**config.mk**
```make
export PLATFORM = sky130hd
export DESIGN_NAME = note_to_voice_allocator_unit
export DESIGN_NICKNAME = d
export VERILOG_FILES = /design/src/rtl/nva_pkg.sv /design/src/rtl/nva_select.sv /design/src/rtl/note_to_voice_allocator_unit.sv
export SDC_FILE = /design/constraint.sdc
export NUM_CORES = 1
export LEC_CHECK = 0
export BUFFER_PORTS_ARGS = -buffer_cell sky130_fd_sc_hd__buf_2
export CAP_MARGIN = 20
export CORE_MARGIN = 2
export CORE_UTILIZATION = 50
export DETAILED_ROUTE_END_ITERATION = 8
export MAX_ROUTING_LAYER = met4
export PLACE_DENSITY = 0.72
export SLEW_MARGIN = 20
export SYNTH_ARGS = -nofsm -noshare
export SYNTH_HDL_FRONTEND = slang
export SYNTH_SLANG_ARGS = --single-unit
```
**constraint.sdc**
```tcl
create_clock -name i_clk -period 10.85 [get_ports i_clk]
set_input_delay 1.085 -clock i_clk [delete_from_list [all_inputs] [get_ports i_clk]]
set_output_delay 1.085 -clock i_clk [all_outputs]
set_load 0.1 [all_outputs]
```
**src/rtl/nva_pkg.sv**
```systemverilog
// Shared types, constants and helper functions for the note-to-voice allocator.
package nva_pkg;

    localparam int NUM_VOICES = 8;
    localparam int VOICE_W    = $clog2(NUM_VOICES);
    localparam int COUNT_W    = 4;
    localparam int NOTE_W     = 7;
    localparam int MODE_W     = 2;
    localparam int APB_AW     = 3;
    localparam int APB_DW     = 32;

    // Chain modes.
    localparam logic [MODE_W-1:0] MODE_DIRECT = 2'd0;
    localparam logic [MODE_W-1:0] MODE_FIRST  = 2'd1;
    localparam logic [MODE_W-1:0] MODE_RROBIN = 2'd2;

    // Request types.
    localparam logic REQ_ON  = 1'b0;
    localparam logic REQ_OFF = 1'b1;

    // Register indexes, taken from the word address.
    localparam logic REG_MODE  = 1'b0;
    localparam logic REG_COUNT = 1'b1;

    localparam logic [COUNT_W-1:0] COUNT_RESET = COUNT_W'(NUM_VOICES);

    typedef logic [NUM_VOICES-1:0] t_voice_mask;

    // Decision for one request: which voices change and how the pointer moves.
    typedef struct packed {
        t_voice_mask        mask;
        logic               rr_take;
        logic [VOICE_W-1:0] rr_idx;
    } t_pick;

    // Keep only the lowest set bit.
    function automatic t_voice_mask lowest_bit(input t_voice_mask x);
        return x & (~x + t_voice_mask'(1));
    endfunction

    // Keep only the highest set bit.
    function automatic t_voice_mask highest_bit(input t_voice_mask x);
        t_voice_mask rev;
        t_voice_mask sel;
        t_voice_mask res;
        for (int v = 0; v < NUM_VOICES; v++) begin
            rev[v] = x[NUM_VOICES-1-v];
        end
        sel = lowest_bit(rev);
        for (int v = 0; v < NUM_VOICES; v++) begin
            res[v] = sel[NUM_VOICES-1-v];
        end
        return res;
    endfunction

    // Encode a one-hot mask into a voice index.
    function automatic logic [VOICE_W-1:0] mask_to_index(input t_voice_mask x);
        logic [VOICE_W-1:0] idx;
        idx = '0;
        for (int v = 0; v < NUM_VOICES; v++) begin
            if (x[v]) begin
                idx = idx | VOICE_W'(v);
            end
        end
        return idx;
    endfunction

endpackage

```
**src/rtl/nva_select.sv**
```systemverilog
// Voice selection logic: picks the voices that a request assigns or releases.
module nva_select
    import nva_pkg::*;
(
    input  logic [MODE_W-1:0]  i_mode,
    input  logic [COUNT_W-1:0] i_count,
    input  logic               i_req_type,
    input  logic [NOTE_W-1:0]  i_note,
    input  t_voice_mask        i_busy,
    input  logic [NOTE_W-1:0]  i_held_note [NUM_VOICES],
    input  logic [VOICE_W-1:0] i_rr_ptr,
    input  logic               i_rr_valid,
    output t_pick              o_pick
);

    logic [COUNT_W-1:0] active_n;
    logic [COUNT_W-1:0] ptr_ext;
    logic [COUNT_W-1:0] fwd_start;
    logic [COUNT_W-1:0] bwd_start;
    t_voice_mask        in_use;
    t_voice_mask        free_v;
    t_voice_mask        match_v;
    t_voice_mask        fwd_win;
    t_voice_mask        bwd_win;
    t_voice_mask        rr_on_pick;
    t_voice_mask        rr_off_pick;

    // Number of voices in use, saturated into 1..NUM_VOICES.
    always_comb begin
        if (i_count == '0) begin
            active_n = COUNT_W'(1);
        end else if (i_count > COUNT_W'(NUM_VOICES)) begin
            active_n = COUNT_W'(NUM_VOICES);
        end else begin
            active_n = i_count;
        end
    end

    // Round-robin start points for the forward and backward searches.
    assign ptr_ext = COUNT_W'(i_rr_ptr);

    always_comb begin
        if (i_rr_valid && (ptr_ext + COUNT_W'(1) < active_n)) begin
            fwd_start = ptr_ext + COUNT_W'(1);
        end else begin
            fwd_start = '0;
        end
        if ((ptr_ext == '0) || (ptr_ext > active_n)) begin
            bwd_start = active_n - COUNT_W'(1);
        end else begin
            bwd_start = ptr_ext - COUNT_W'(1);
        end
    end

    // Per-voice status compared in parallel.
    always_comb begin
        for (int v = 0; v < NUM_VOICES; v++) begin
            in_use[v]  = COUNT_W'(v) < active_n;
            free_v[v]  = in_use[v] && !i_busy[v];
            match_v[v] = in_use[v] && i_busy[v] && (i_held_note[v] == i_note);
            fwd_win[v] = COUNT_W'(v) >= fwd_start;
            bwd_win[v] = COUNT_W'(v) <= bwd_start;
        end
    end

    // Rotating searches: take the window first, wrap around to the rest.
    always_comb begin
        if ((free_v & fwd_win) != '0) begin
            rr_on_pick = lowest_bit(free_v & fwd_win);
        end else begin
            rr_on_pick = lowest_bit(free_v);
        end
        if ((match_v & bwd_win) != '0) begin
            rr_off_pick = highest_bit(match_v & bwd_win);
        end else begin
            rr_off_pick = highest_bit(match_v);
        end
    end

    // Mode selection.
    always_comb begin
        o_pick = '0;
        case (i_mode)
            MODE_DIRECT: begin
                o_pick.mask = (i_req_type == REQ_OFF) ? match_v : free_v;
            end
            MODE_FIRST: begin
                o_pick.mask = (i_req_type == REQ_OFF) ? lowest_bit(match_v)
                                                      : lowest_bit(free_v);
            end
            MODE_RROBIN: begin
                if (i_req_type == REQ_ON) begin
                    o_pick.mask    = rr_on_pick;
                    o_pick.rr_take = rr_on_pick != '0;
                    o_pick.rr_idx  = mask_to_index(rr_on_pick);
                end else if (i_rr_valid) begin
                    o_pick.mask = rr_off_pick;
                end
            end
            default: begin
                o_pick = '0;
            end
        endcase
    end

endmodule

```
**src/rtl/note_to_voice_allocator_unit.sv**
```systemverilog
// Top level of the note-to-voice allocator with its register port and voice state.
// Throughput: one request per cycle while the result channel is not stalled; the input register
// feeds the voice compare logic and the result register, and the voice state is updated when
// the result is registered.
// Reset (synchronous, active low): all voices free, round-robin pointer cleared and
// invalid, chain_mode 0 and voice_count 8, both pipeline registers empty.
module note_to_voice_allocator_unit
    import nva_pkg::*;
(
    input  logic              i_clk,
    input  logic              i_rst_n,
    // Request channel.
    input  logic              i_valid,
    output logic              o_stall,
    input  logic              i_req_type,
    input  logic [NOTE_W-1:0] i_note,
    // Result channel.
    output logic              o_valid,
    input  logic              i_stall,
    output logic [7:0]        o_affected_voices,
    output logic              o_found,
    // Register port.
    input  logic              psel,
    input  logic              penable,
    input  logic              pwrite,
    input  logic [APB_AW-1:0] paddr,
    input  logic [APB_DW-1:0] pwdata,
    output logic [APB_DW-1:0] prdata,
    output logic              pready
);

    logic [MODE_W-1:0]  r_mode;
    logic [COUNT_W-1:0] r_count;
    logic               cfg_wr;

    logic               r_in_valid;
    logic               r_in_type;
    logic [NOTE_W-1:0]  r_in_note;
    logic               r_out_valid;
    logic [7:0]         r_aff;
    logic               r_found;

    t_voice_mask        r_busy;
    t_voice_mask        n_busy;
    logic [NOTE_W-1:0]  r_held_note [NUM_VOICES];
    logic [VOICE_W-1:0] r_rr_ptr;
    logic               r_rr_valid;

    logic               in_accept;
    logic               out_free;
    logic               advance;
    t_pick              pick;

    // Register port: always ready, decoded on the word address.
    assign pready = 1'b1;
    assign cfg_wr = psel && penable && pwrite;
    assign prdata = (paddr[2] == REG_COUNT) ? APB_DW'(r_count) : APB_DW'(r_mode);

    always_ff @(posedge i_clk) begin
        if (!i_rst_n) begin
            r_mode  <= MODE_DIRECT;
            r_count <= COUNT_RESET;
        end else if (cfg_wr) begin
            if (paddr[2] == REG_COUNT) begin
                r_count <= pwdata[COUNT_W-1:0];
            end else begin
                r_mode <= pwdata[MODE_W-1:0];
            end
        end
    end

    // Pipeline flow control.
    assign out_free  = !r_out_valid || !i_stall;
    assign advance   = r_in_valid && out_free;
    assign o_stall   = r_in_valid && !out_free;
    assign in_accept = i_valid && !o_stall;

    // Input register.
    always_ff @(posedge i_clk) begin
        if (!i_rst_n) begin
            r_in_valid <= 1'b0;
        end else if (in_accept) begin
            r_in_valid <= 1'b1;
        end else if (advance) begin
            r_in_valid <= 1'b0;
        end
    end

    always_ff @(posedge i_clk) begin
        if (in_accept) begin
            r_in_type <= i_req_type;
            r_in_note <= i_note;
        end
    end

    // Voice selection for the registered request.
    nva_select u_select (
        .i_mode      (r_mode),
        .i_count     (r_count),
        .i_req_type  (r_in_type),
        .i_note      (r_in_note),
        .i_busy      (r_busy),
        .i_held_note (r_held_note),
        .i_rr_ptr    (r_rr_ptr),
        .i_rr_valid  (r_rr_valid),
        .o_pick      (pick)
    );

    // Busy flags after the request: set on assign, cleared on release.
    assign n_busy = (r_in_type == REQ_OFF) ? (r_busy & ~pick.mask) : (r_busy | pick.mask);

    // Voice state update as the request moves to the result register.
    always_ff @(posedge i_clk) begin
        if (!i_rst_n) begin
            r_busy     <= '0;
            r_rr_ptr   <= '0;
            r_rr_valid <= 1'b0;
        end else if (advance) begin
            r_busy <= n_busy;
            if (pick.rr_take) begin
                r_rr_ptr   <= pick.rr_idx;
                r_rr_valid <= 1'b1;
            end
        end
    end

    always_ff @(posedge i_clk) begin
        for (int v = 0; v < NUM_VOICES; v++) begin
            if (advance && (r_in_type == REQ_ON) && pick.mask[v]) begin
                r_held_note[v] <= r_in_note;
            end
        end
    end

    // Result register.
    always_ff @(posedge i_clk) begin
        if (!i_rst_n) begin
            r_out_valid <= 1'b0;
        end else if (advance) begin
            r_out_valid <= 1'b1;
        end else if (!i_stall) begin
            r_out_valid <= 1'b0;
        end
    end

    always_ff @(posedge i_clk) begin
        if (advance) begin
            r_aff   <= 8'(pick.mask);
            r_found <= pick.mask != '0;
        end
    end

    assign o_valid           = r_out_valid;
    assign o_affected_voices = r_aff;
    assign o_found           = r_found;

endmodule

```
Word-level counts from Yosys, hierarchy flattened
Index checks and enable logic that the tools add are counted.
{"block": "op_classes", "n_addsub": 8, "magnitude_cmp": 27, "n_eq_ne": 11, "muxes": 26, "bitwise": 17, "reduce_logical": 64}
{"cell": "8-bit bitwise AND", "count": 8}
{"cell": "7-bit equality test", "count": 8}
{"cell": "8-bit two-way mux", "count": 7}
{"cell": "8-bit inverter", "count": 6}
{"cell": "8-bit by 1-bit adder with 8-bit output, second input constant", "count": 5}
{"cell": "1-bit logical AND", "count": 39}
{"cell": "8-bit nonzero test", "count": 4}
{"cell": "4-bit two-way mux", "count": 7}
{"cell": "8-bit case mux with 3 select lines", "count": 1}
{"cell": "3-bit by 4-bit greater-or-equal comparator with 1-bit output, first input constant", "count": 4}
{"cell": "3-bit by 4-bit <= comparator with 1-bit output, first input constant", "count": 4}
{"cell": "3-bit by 4-bit less-than comparator with 1-bit output, first input constant", "count": 4}
{"cell": "1-bit zero test", "count": 12}
{"cell": "3-bit two-way mux", "count": 4}
{"cell": "1-bit by 4-bit greater-or-equal comparator with 1-bit output, first input constant", "count": 2}
{"cell": "2-bit by 4-bit greater-or-equal comparator with 1-bit output, first input constant", "count": 2}
{"cell": "1-bit by 4-bit <= comparator with 1-bit output, first input constant", "count": 2}
{"cell": "2-bit by 4-bit <= comparator with 1-bit output, first input constant", "count": 2}
{"cell": "4-bit zero test", "count": 2}
{"cell": "1-bit by 4-bit less-than comparator with 1-bit output, first input constant", "count": 2}
{"cell": "2-bit by 4-bit less-than comparator with 1-bit output, first input constant", "count": 2}
{"cell": "8-bit bitwise OR", "count": 1}
{"cell": "2-bit AND reduction", "count": 3}
{"cell": "1-bit two-way mux", "count": 5}
{"cell": "14 further kinds", "count": 17}
{"block": "word_totals", "regBits": 93, "elab_cells": 172}

Logic depth before layout (Yosys ltp)
{"block": "depth", "ltp_word": 22, "depth_mapped": 17, "mapped_depth_nobuf": 14}

Modules after synthesis
Synthesis repeated with hierarchy kept, for this count alone.
{"block": "hier_totals", "hier_cells": 582, "area_unflattened_um2": 6025.8}
{"module": "note_to_voice_allocator_unit", "instances": 1, "cells_per_inst": 205, "area_each_um2": 3289.4, "seq_area_each_um2": 2592.5}
{"module": "nva_select", "instances": 1, "cells_per_inst": 377, "area_each_um2": 2736.4, "seq_area_each_um2": 0.0}

Least setup slack after synthesis
OpenSTA, ideal clock, no wires.
{"block": "synth_path", "kind": "input to output", "startpoint": "input paddr[2]", "endpoint": "output prdata[0]", "arrival_ns": 3.187, "path_slack_ns": 6.578, "cell_stages": 1, "path_buffers": 0, "path_cell_list": "o21ai_0"}
{"block": "synth_via", "elab_chain_cells": 1}
{"item": "start: declaration", "line_no": "note_to_voice_allocator_unit.sv:26", "source": "input logic [APB_AW-1:0] paddr,"}
{"item": "4-bit two-way mux", "line_no": "note_to_voice_allocator_unit.sv:57", "source": "assign prdata = (paddr[2] == REG_COUNT) ? APB_DW'(r_count) : APB_DW'(r_mode);"}
{"item": "end: declaration", "line_no": "note_to_voice_allocator_unit.sv:28", "source": "output logic [APB_DW-1:0] prdata,"}
Every way passes these cells.

==> metrics.txt <==
status=finished with violations; failing checks=design-rule violations; unrepaired setup endpoints after global routing=no; Worst EP required=10.83 ns; worst skew pair latency=0.34 ns; Psw=roughly 0.00025 W; Initial Util=51.6%; hold depth=2; worst r2r path cells=13; CTS Buf Count=9; largest net degree at the start of global routing=25; Final Max Slew Viols=0; combinational share of power=15.7%; antenna cells=0; worst-path fanout max=13; Yosys Warn Count=0; hpwl dp=10.4 mm; Yosys top cell area share=36.9%; I/O Pins=94; antenna violations before repair=0; grt total ovfl=0; CTS sink count=93; Tmin final=4.78 ns; PostCTS Resize Cnt=0; CTS tree=yes; ys flop type=edfxtp_1; Die Wd=113 um; layout cell share with drive strength beyond 1=15.4%; Post-synth EDFFs=73; CP endpoint kind=register; reg2reg setup slack=between 6 and 7 ns; Sequential Power Share=between 40% and 50%; first-pass GRT wire length=22.7 mm; H-Tree Depth=3; vias per cell=between 5 and 6; area grow syn2layout=6.74%; Cell variety after synth=89; DRT Pass-1 Iters=9; placed inst area=about 6000 sq um; fmax=approximately 210 MHz; P_leak=2.32 nW; CP arrival=4.75 ns; Internal=0.000612 W; Fin Clk Skew=0.00667 ns; Worst-Margin Slew=1.01 ns; routed vias=4420; Fin. Hold Viols=0; nets=664; Max-Cap Viols=0; Avg Inst Size Synth=a little over 10 sq um; sequential share of the synthesized area=43.7%; setup TNS=0 ns; WL/cell=18.8 um; Sw Ratio=28.7%; core area=between 10000 and 15000 sq um; Min Hold Slack=between 0.5 and 0.6 ns; Final GP Congestion=~0.94; DIE AREA=between 10000 and 15000 sq um; clk buf depth=2; most common cell in the netlist=edfxtp_1; flops & latches, synth=93; Synth Instances=579; mapped cell area=between 5000 and 6000 sq um; Startpoint Class=register; clock root buffer=clkbuf_16; Final Setup Violations=0; Clk pwr share=36.5%; post-route design area=6340 sq um; pwr/cell area=between 100 and 150 nW/um^2; die height=113 um; Synth top cells by count=edfxtp_1 (73), nor2_1 (45), nand2_1 (40); area leader, netlist=edfxtp_1; worst vdd ir=180 uV; asr flop ratio synth=0%; worst relative slew slack=32.0%; Routed Antenna Nets=0; worst hold-check path type=register to register; PortBufs=34; Area contributors post-synth=edfxtp_1 (37%), dfxtp_1 (6.7%), buf_4 (4.7%); Hold Buf Count CTS=0; Total GRT Usage=23.6%; num rows=39; final cycle utilization of the critical path=44.0%; vias in the first global route=between 4000 and 5000; Post-CTS Setup Bufs=0; DR DRC count=5; clock-pin slew on the worst setup and hold paths=around 0.06 ns; final wirelength=14.0 mm; initial DRC count=350; Crit Path Class=register to register
-- power by group through the flow --
stage / Sequential, W / Combinational (W) / Clock (W)
detailed placement: 0.000419 / 0.000134 / 0
finish: 0.000411 / 0.000135 / 0.000313
floorplan: 0.000423 / 0.000114 / 0
global route: 0.000413 / 0.000143 / 0.000334
CTS: 0.000411 / 0.000134 / 0.000321
global placement: 0.000418 / 0.000132 / 0
-- kinds of logic (layout without fill, tap and decap cells) --
group	count (synthesis)	count (layout)	synth area share, %
fa+ha+maj	14	14	2.95
mux	8	8	1.35
xor+xnor	58	58	8.68
flops	93	93	43.7
other cells	2	29	0.126
simple gates	206	206	19.3
buf+inv	71	70	7.21
compound gates	127	127	16.7
-- sequential cells by signal, indices dropped and copies added (netlist names), 2 cells and up, named ones only --
| name | count |
|---|---|
| o_affected_voices | 8 |
| r_count | 4 |
| r_held_note | 56 |
| r_in_note | 7 |
| r_mode | 2 |
| r_rr_ptr | 3 |
-- area by class of cell --
cell class                      count  area, sq um
Clock buffer                       13          250
Clock inverter                      3         45.0
Fill cell                        1021         5180
Inverter                           18         67.6
Multi-Input combinational cell    442         3020
Sequential cell                    93         2590
Tap cell                          143          179
Timing Repair Buffer               36          185
-- layer usage --
metal | routed length (um) | part of all wire, % | GRT usage, %
met2 | 6500 | 46 | 36.2
met5 | 0 | 0 | -
met3 | 887 | 6.3 | 5.41
met4 | 459 | 3.3 | 9.35
met1 | 6190 | 44 | 30.7
-- worst max-delay path: stages, from the launching register on --
cell and delay, ns:
dfxtp_1 0.61, inv_1 0.16, ha_1 0.55, ha_1 0.30, nor2b_1 0.15, o31a_1 0.32, o31a_1 0.39, a221o_2 0.43
nor3b_4 0.32, a32oi_1 0.16, o21a_1 0.15, a31oi_4 0.23, nand2_1 0.13, nor2_1 0.51
-- stage by stage --
step | setup slack [ns] | utilization, % | cells | total power (W)
global route | 5.77 | 55.0 | 748 | 0.000890
finish | 6.07 | 55.0 | 748 | 0.000859
detailed placement | 6.10 | 52.5 | 732 | 0.000553
global placement | 6.21 | 52.5 | 732 | 0.000550
CTS | 6.07 | 55.0 | 748 | 0.000866
floorplan | 6.58 | - | 606 | 0.000537
-- final timing paths --
| check | start | to |
|---|---|---|
| worst min register to register | register | register |
| worst min-delay path | register | register |
| worst max register to register | r_rr_ptr[0] | r_held_note[13] |
| worst max-delay path | r_rr_ptr[0] | r_held_note[13] |
-- layout by cell type (no fill, tap or decap), drive strengths merged, types with 5 or more instances in the layout --
cell,instances
a21oi,36
a311oi,5
a31oi,8
and2,5
and3,9
and4,5
buf,36
clkbuf,13
conb,29
dfxtp,20
edfxtp,73
ha,14
inv,17
mux2i,8
nand2,42
nand2b,8
nand3,12
nand3b,5
nand4,7
nor2,46
nor2b,8
nor3,19
nor4,16
o211ai,5
o21a,14
o21ai,11
or2,7
or3,5
xnor2,29
xor2,29
No activity file was read; power rests on OpenSTA's default activity.
